`config.mk`:
```
export PLATFORM = sky130hd
export DESIGN_NAME = ordered_list_deque_engine
export DESIGN_NICKNAME = d
export VERILOG_FILES = /design/src/oldq_pkg.sv /design/src/oldq_datapath.sv /design/src/oldq_ctrl.sv /design/src/ordered_list_deque_engine.sv
export SDC_FILE = /design/constraint.sdc
export NUM_CORES = 2
export LEC_CHECK = 0
export BUFFER_PORTS_ARGS = -buffer_cell sky130_fd_sc_hd__buf_2
export CAP_MARGIN = 20
export CORE_ASPECT_RATIO = 1.5
export CORE_MARGIN = 2
export CORE_UTILIZATION = 50
export DETAILED_ROUTE_END_ITERATION = 8
export GPL_TIMING_DRIVEN = 0
export PLACE_DENSITY = 0.72
export SYNTH_ARGS = -nofsm -noshare
export SYNTH_HDL_FRONTEND = slang
export SYNTH_SLANG_ARGS = --single-unit
```
`constraint.sdc`:
```
create_clock -name aclk -period 49.5 [get_ports aclk]
set_input_delay 9.9 -clock aclk [delete_from_list [all_inputs] [get_ports aclk]]
set_output_delay 9.9 -clock aclk [all_outputs]
set_load 0.01 [all_outputs]
```
`src/oldq_pkg.sv`:
```
`timescale 1ns / 1ps

package oldq_pkg;

    localparam int DEPTH       = 16;
    localparam int VALUE_WIDTH = 32;
    localparam int IDX_W       = $clog2(DEPTH);
    localparam int CNT_W       = $clog2(DEPTH + 1);

    typedef enum logic [2:0] {
        REQ_PUSH   = 3'd0,
        REQ_POP    = 3'd1,
        REQ_SHIFT  = 3'd2,
        REQ_GET    = 3'd3,
        REQ_DELETE = 3'd4,
        REQ_REMOVE = 3'd5,
        REQ_COUNT  = 3'd6,
        REQ_NONE   = 3'd7
    } req_kind_t;

    typedef struct packed {
        logic [2:0]  req_type;
        logic [7:0]  position;
        logic [31:0] item_value;
    } req_beat_t;

    typedef struct packed {
        logic        ok;
        logic [31:0] read_value;
        logic [4:0]  entry_count;
    } rsp_beat_t;

    typedef enum logic [1:0] {
        ST_IDLE = 2'd0,
        ST_EXEC = 2'd1,
        ST_RESP = 2'd2
    } ctrl_state_t;

    // command from controller to datapath
    typedef struct packed {
        logic load;   // capture request
        logic exec;   // perform operation, latch result
    } dp_cmd_t;

endpackage

```
`src/oldq_datapath.sv`:
```
`timescale 1ns / 1ps

module oldq_datapath (
    input  logic                aclk,
    input  logic                aresetn,
    input  oldq_pkg::dp_cmd_t   cmd,
    input  oldq_pkg::req_beat_t req_in,
    output oldq_pkg::rsp_beat_t rsp_out
);

    localparam int D  = oldq_pkg::DEPTH;
    localparam int VW = oldq_pkg::VALUE_WIDTH;
    localparam int IW = oldq_pkg::IDX_W;
    localparam int CW = oldq_pkg::CNT_W;

    logic [VW-1:0] entries_reg [D];
    logic [VW-1:0] entries_next [D];
    logic [CW-1:0] count_reg, count_next;
    oldq_pkg::req_beat_t req_reg;
    oldq_pkg::rsp_beat_t rsp_reg, rsp_next;

    logic [VW-1:0] val;
    logic [D-1:0]  match;
    logic [D-1:0]  first_hit;
    logic [D-1:0]  below_cnt;
    logic [D-1:0]  del_mask;   // cells at or above the removed slot take their upper neighbour
    logic          in_range;
    logic          del_en;
    logic          ok;
    logic [VW-1:0] rv;
    logic [IW-1:0] pos_idx;
    logic [IW-1:0] top_idx;

    assign val     = VW'(req_reg.item_value);
    assign pos_idx = req_reg.position[IW-1:0];
    assign top_idx = IW'(count_reg - CW'(1));
    assign in_range = (32'(req_reg.position) < 32'(count_reg))
                      && (32'(req_reg.position) < 32'(D));

    // per-cell compare and first-hit priority
    always_comb begin
        for (int i = 0; i < D; i++) begin
            below_cnt[i] = (CW'(i) < count_reg);
            match[i]     = below_cnt[i] && (entries_reg[i] == val);
        end
        first_hit = match & (~match + D'(1));
    end

    // operation decode, shift cells
    always_comb begin
        ok         = 1'b0;
        rv         = '0;
        del_en     = 1'b0;
        del_mask   = '0;
        count_next = count_reg;
        for (int i = 0; i < D; i++) entries_next[i] = entries_reg[i];
        case (oldq_pkg::req_kind_t'(req_reg.req_type))
            oldq_pkg::REQ_PUSH: begin
                if (count_reg < CW'(D)) begin
                    entries_next[count_reg[IW-1:0]] = val;
                    count_next = count_reg + CW'(1);
                    ok = 1'b1;
                end
            end
            oldq_pkg::REQ_POP: begin
                if (count_reg != '0) begin
                    rv = entries_reg[top_idx];
                    count_next = count_reg - CW'(1);
                    ok = 1'b1;
                end
            end
            oldq_pkg::REQ_SHIFT: begin
                if (count_reg != '0) begin
                    rv = entries_reg[0];
                    del_en = 1'b1;
                    del_mask = '1;
                    ok = 1'b1;
                end
            end
            oldq_pkg::REQ_GET: begin
                if (in_range) begin
                    rv = entries_reg[pos_idx];
                    ok = 1'b1;
                end
            end
            oldq_pkg::REQ_DELETE: begin
                if (in_range) begin
                    del_en = 1'b1;
                    for (int i = 0; i < D; i++) del_mask[i] = (IW'(i) >= pos_idx);
                    ok = 1'b1;
                end
            end
            oldq_pkg::REQ_REMOVE: begin
                if (val != '0 && match != '0) begin
                    del_en = 1'b1;
                    // thermometer from the first hit upwards
                    for (int i = 0; i < D; i++) del_mask[i] = |(first_hit & ((D'(1) << (i + 1)) - D'(1)));
                    ok = 1'b1;
                end
            end
            oldq_pkg::REQ_COUNT: ok = 1'b1;
            default: ;
        endcase
        if (del_en) begin
            for (int i = 0; i < D - 1; i++)
                if (del_mask[i]) entries_next[i] = entries_reg[i + 1];
            count_next = count_reg - CW'(1);
        end
        rsp_next.ok          = ok;
        rsp_next.read_value  = 32'(rv);
        rsp_next.entry_count = 5'(count_next);
    end

    // state and payload registers
    always_ff @(posedge aclk) begin
        if (!aresetn) begin
            count_reg <= '0;
        end else if (cmd.exec) begin
            count_reg <= count_next;
        end
    end

    always_ff @(posedge aclk) begin
        if (cmd.load) req_reg <= req_in;
        if (cmd.exec) begin
            rsp_reg <= rsp_next;
            for (int i = 0; i < D; i++) entries_reg[i] <= entries_next[i];
        end
    end

    assign rsp_out = rsp_reg;

    // count never exceeds depth
    a_cnt_bound: assert property (@(posedge aclk) disable iff (!aresetn)
        count_reg <= CW'(D)) else $error("count above depth");
    // exec changes count by at most one
    a_cnt_step: assert property (@(posedge aclk) disable iff (!aresetn)
        cmd.exec |=> (count_reg == $past(count_reg) || count_reg == $past(count_reg) + CW'(1)
                      || count_reg == $past(count_reg) - CW'(1)))
        else $error("count jumped");
    // count only moves on exec
    a_cnt_hold: assert property (@(posedge aclk) disable iff (!aresetn)
        !cmd.exec |=> $stable(count_reg)) else $error("count moved while idle");

endmodule

```
`src/oldq_ctrl.sv`:
```
`timescale 1ns / 1ps

module oldq_ctrl (
    input  logic              aclk,
    input  logic              aresetn,
    input  logic              s_valid,
    output logic              s_ready,
    output logic              m_valid,
    input  logic              m_ready,
    output oldq_pkg::dp_cmd_t cmd
);

    oldq_pkg::ctrl_state_t state_reg, state_next;

    always_ff @(posedge aclk) begin
        if (!aresetn) begin
            state_reg <= oldq_pkg::ST_IDLE;
        end else begin
            state_reg <= state_next;
        end
    end

    // next state and commands
    always_comb begin
        state_next = state_reg;
        s_ready    = 1'b0;
        m_valid    = 1'b0;
        cmd        = '0;
        case (state_reg)
            oldq_pkg::ST_IDLE: begin
                s_ready = 1'b1;
                if (s_valid) begin
                    cmd.load   = 1'b1;
                    state_next = oldq_pkg::ST_EXEC;
                end
            end
            oldq_pkg::ST_EXEC: begin
                cmd.exec   = 1'b1;
                state_next = oldq_pkg::ST_RESP;
            end
            oldq_pkg::ST_RESP: begin
                m_valid = 1'b1;
                s_ready = m_ready;
                if (m_ready) begin
                    if (s_valid) begin
                        cmd.load   = 1'b1;
                        state_next = oldq_pkg::ST_EXEC;
                    end else begin
                        state_next = oldq_pkg::ST_IDLE;
                    end
                end
            end
            default: state_next = oldq_pkg::ST_IDLE;
        endcase
    end

    a_no_exec_resp: assert property (@(posedge aclk) disable iff (!aresetn)
        cmd.exec |=> m_valid) else $error("no result after exec");
    a_load_exec: assert property (@(posedge aclk) disable iff (!aresetn)
        cmd.load |=> cmd.exec) else $error("load not followed by exec");
    a_exclusive: assert property (@(posedge aclk) disable iff (!aresetn)
        !(cmd.exec && (s_ready || m_valid))) else $error("exec overlaps handshake");

endmodule

```
`src/ordered_list_deque_engine.sv`:
```
`timescale 1ns / 1ps

// Ordered list engine: a deque of up to 16 32-bit values with push/pop at
// the tail, shift at the head, indexed get and delete, remove-by-value and
// count. Each request returns one beat with ok, a value and the new count.
// A request is captured, then executed in the shift cells, and the result
// register holds the beat until the sink takes it. A new request is taken
// only while no beat waits or as the waiting beat is taken. Stored values
// are flops, so no clearing pass is needed after reset.
module ordered_list_deque_engine (
    input  logic                aclk,
    input  logic                aresetn,
    input  logic                s_valid,
    output logic                s_ready,
    input  oldq_pkg::req_beat_t s_data,
    output logic                m_valid,
    input  logic                m_ready,
    output oldq_pkg::rsp_beat_t m_data
);

    oldq_pkg::dp_cmd_t cmd;

    oldq_ctrl u_ctrl (
        .aclk    (aclk),
        .aresetn (aresetn),
        .s_valid (s_valid),
        .s_ready (s_ready),
        .m_valid (m_valid),
        .m_ready (m_ready),
        .cmd     (cmd)
    );

    oldq_datapath u_dp (
        .aclk    (aclk),
        .aresetn (aresetn),
        .cmd     (cmd),
        .req_in  (s_data),
        .rsp_out (m_data)
    );

endmodule

```
==> results_dict.tcl <==
set metrics [dict create \
    status "completed" \
    hold_buffers 0 \
    crit_path_start_kind "input port" \
    ys_warn_count 0 \
    pwr_density_cell_mw_per_mm2 32.5 \
    postPlaceCellArea_sq_mm 0.0479 \
    yosys.area.top_type "edfxtp_1" \
    cts-root-buf "clkbuf_16" \
    h-tree-depth 3 \
    grt_max_degree 63 \
    die_w_um 250 \
    grt_pass1_vias 33800 \
    vdd_drop_max_v 0.0000318 \
    yosysUniqueCellTypes 60 \
    max_cap_violations 0 \
    syn_inst 3505 \
    rsz0062_at_grt "false" \
    synth-seq-cells 604 \
    hold_path_class "flop to flop" \
    track_usage_pct 49.0 \
    antenna_left 0 \
    num_rows 135 \
    crit_slowest_cell "a21oi_1" \
    final_area_sq_mm 0.0502 \
    worst_path_largest_cell_delay_ns 0.18 \
    period_needed_ns 20.26 \
    placedCellCount 4791 \
    worstSkewPairLatency_ns 0.70 \
    post-route-period-util_pct 40.9 \
    drc 0 \
    total_leakage_power_nw 17.3 \
    worst-endpoint-required_ns 39.60 \
    critPathMostFrequentCell "buf_2" \
    path_class "input port to primary output" \
    layout_commonest_cell "mux2_2" \
    ys_async_sr_fraction_pct 0 \
    vias 35700 \
    clk_pin_slew_worst_paths_ns 0.06 \
    max_freq_mhz 49.4 \
    io_buffer_count 85 \
    critPathMaxFanout 3 \
    drive_gt1_share_pct 36.8 \
    final-max-slew-violation-count 0 \
    synth.area.top_cells "edfxtp_1 (39%), mux2_2 (16%), mux4_2 (14%)" \
    syn_area_sq_mm 0.0453 \
    synth-edff-count 593 \
    largest_register_ffs 480 \
    synth_top_area_share_pct 39.3 \
    clk_path_buf_depth 3 \
    cts_buffers 67 \
    synthesis.nets 3560 \
    dp_hpwl_um 182000 \
    fin_tns_setup_ns 0 \
    cts_setup_buffers 0 \
    drt-pass1-iter-count 8 \
    avgSynthCellArea_sq_um 12.9 \
    syn_to_final_growth_pct 10.9 \
    nNetsFinal 3759 \
    synth.yosys.seq_area_share_pct 39.8 \
    initialDrtViolationCount 5738 \
    worstPathArrival_ns 10.36 \
    grt_pass1_wl_um 302000 \
    postCtsResizedCells 0 \
    dieArea_sq_mm 0.0930 \
    synthFlopType "edfxtp_1" \
    critPathCaptureType "primary output" \
    wl_per_cell_um 46.6 \
    antenna_found_initial 10 \
    initial_core_util_pct 50.3 \
    clock_skew_ns 0.0376 \
    tritoncts "built" \
    path_buf_inv 3 \
    grt_overflow_total 0 \
    instances_no_fill 4921 \
    final_cell_mix "mux2_2 (642), edfxtp_1 (593), xnor2_1 (389), mux4_2 (288), nand2_1 (184)" \
    boundaryPins 87 \
    cp_top_family "buffers and inverters" \
    die_y_um 372 \
    design.core.area_sq_mm 0.0900 \
    gp_congestion 1.12 \
    crit_chain "buf_2, inv_1, a21oi_1, buf_2" \
    viasPerCell 7.26 \
    clock-sinks 604 \
    max-slew-margin-rel_pct 12.8 \
    finalSetupViolations 0 \
    hold_viol 0 \
    max_slew.worst_pin.slew_ns 1.30 \
    postRouteWirelength_um 229000 \
]
## stage by stage
step / utilization [%] / hold slack (ns) / setup WS [ns] / power, W
2_1_floorplan: - / 0.421 / 29.41 / 0.000883
3_3_place_gp: 52.4 / 0.424 / 23.13 / 0.00108
3_5_place_dp: 53.2 / 0.426 / 29.24 / 0.00107
4_1_cts: 55.6 / 0.440 / 29.24 / 0.00160
5_1_grt: 55.7 / 0.459 / 29.19 / 0.00164
6_report: 55.7 / 0.443 / 29.24 / 0.00163
## area by class of cell
class / count / area, sq um
repair buffers: 130 / 1180
well taps: 1164 / 1460
clock inverters: 38 / 452
fillers: 7768 / 39900
flip-flops and latches: 604 / 18000
inverters: 46 / 173
multi-input cells: 2512 / 25500
plain buffers: 343 / 1660
clock buffers: 81 / 1770
diodes: 3 / 7.51
## synth_stat cells, types with 3 or more instances
master / count
mux2_2: 642
edfxtp_1: 593
xnor2_1: 390
mux4_2: 288
nand2_1: 184
clkbuf_1: 162
nand4_1: 141
xor2_1: 125
mux2i_1: 98
a21oi_1: 86
buf_2: 84
nor2_1: 83
o21ai_0: 81
mux2_1: 69
nand3_1: 66
mux2_4: 60
nor4_1: 52
inv_1: 46
buf_4: 43
buf_1: 42
a32oi_1: 32
nor3_1: 20
buf_6: 12
dfxtp_1: 11
ha_1: 8
o211ai_1: 6
or3_1: 6
a31oi_1: 5
and3_1: 5
nor2b_1: 5
o21a_1: 5
a211oi_1: 4
and2_1: 4
o22ai_1: 4
a21oi_2: 3
nand2b_1: 3
nor3_2: 3
o2111ai_1: 3
or4_1: 3
## worst reg2reg max path: stages, from the launching register on
cell      delay, ns
dfxtp_1        0.53
clkbuf_1       0.50
clkbuf_1       0.83
buf_1          0.67
buf_8          0.25
inv_1          0.12
ha_1           0.20
buf_1          0.30
nand2_1        0.22
nor2_1         0.13
or3_1          0.47
clkbuf_1       0.32
nand2_1        0.39
o21ai_0        0.15
o21ai_1        0.69
buf_2          0.49
mux2_2         0.40
## path summary, 6_finish.rpt
kind,from,end,slack [ns],depth (start not counted)
setup / recovery,m_ready,s_ready,29.24,4
hold reg to reg,u_dp.val[0],flop,0.44,0
hold / removal,u_dp.val[0],flop,0.44,0
setup reg to reg,u_dp.count_reg[0],u_dp.entries_reg[14][30],42.60,16
## where the power goes
part / leakage [nW] / internal, W / switching [W]
clock: 1.09 / 0.000304 / 0.000236
sequential: 5.60 / 0.000594 / 0.0000390
combinational: 10.7 / 0.000164 / 0.000291
## kinds of logic (layout without fill, tap and decap cells)
kind of cell	Yosys count	after routing	share of synthesized area (%)
compound gates	251	251	3.42
other cells	0	3	0
buf+inv	389	638	4.01
flops	604	604	39.8
fa+ha+maj	8	8	0.221
mux	1157	1157	36.2
simple gates	581	581	6.38
xor+xnor	515	515	9.97
## routing by layer
layer	share of wire (%)	track usage, %	vias to the layer above
met3	10	9.80	852
li1	-	-	13900
met4	13	50.0	0
met1	33	56.9	17900
met2	44	74.6	3061
met5	0	0.104	-
(Power assumes the default switching activity.)
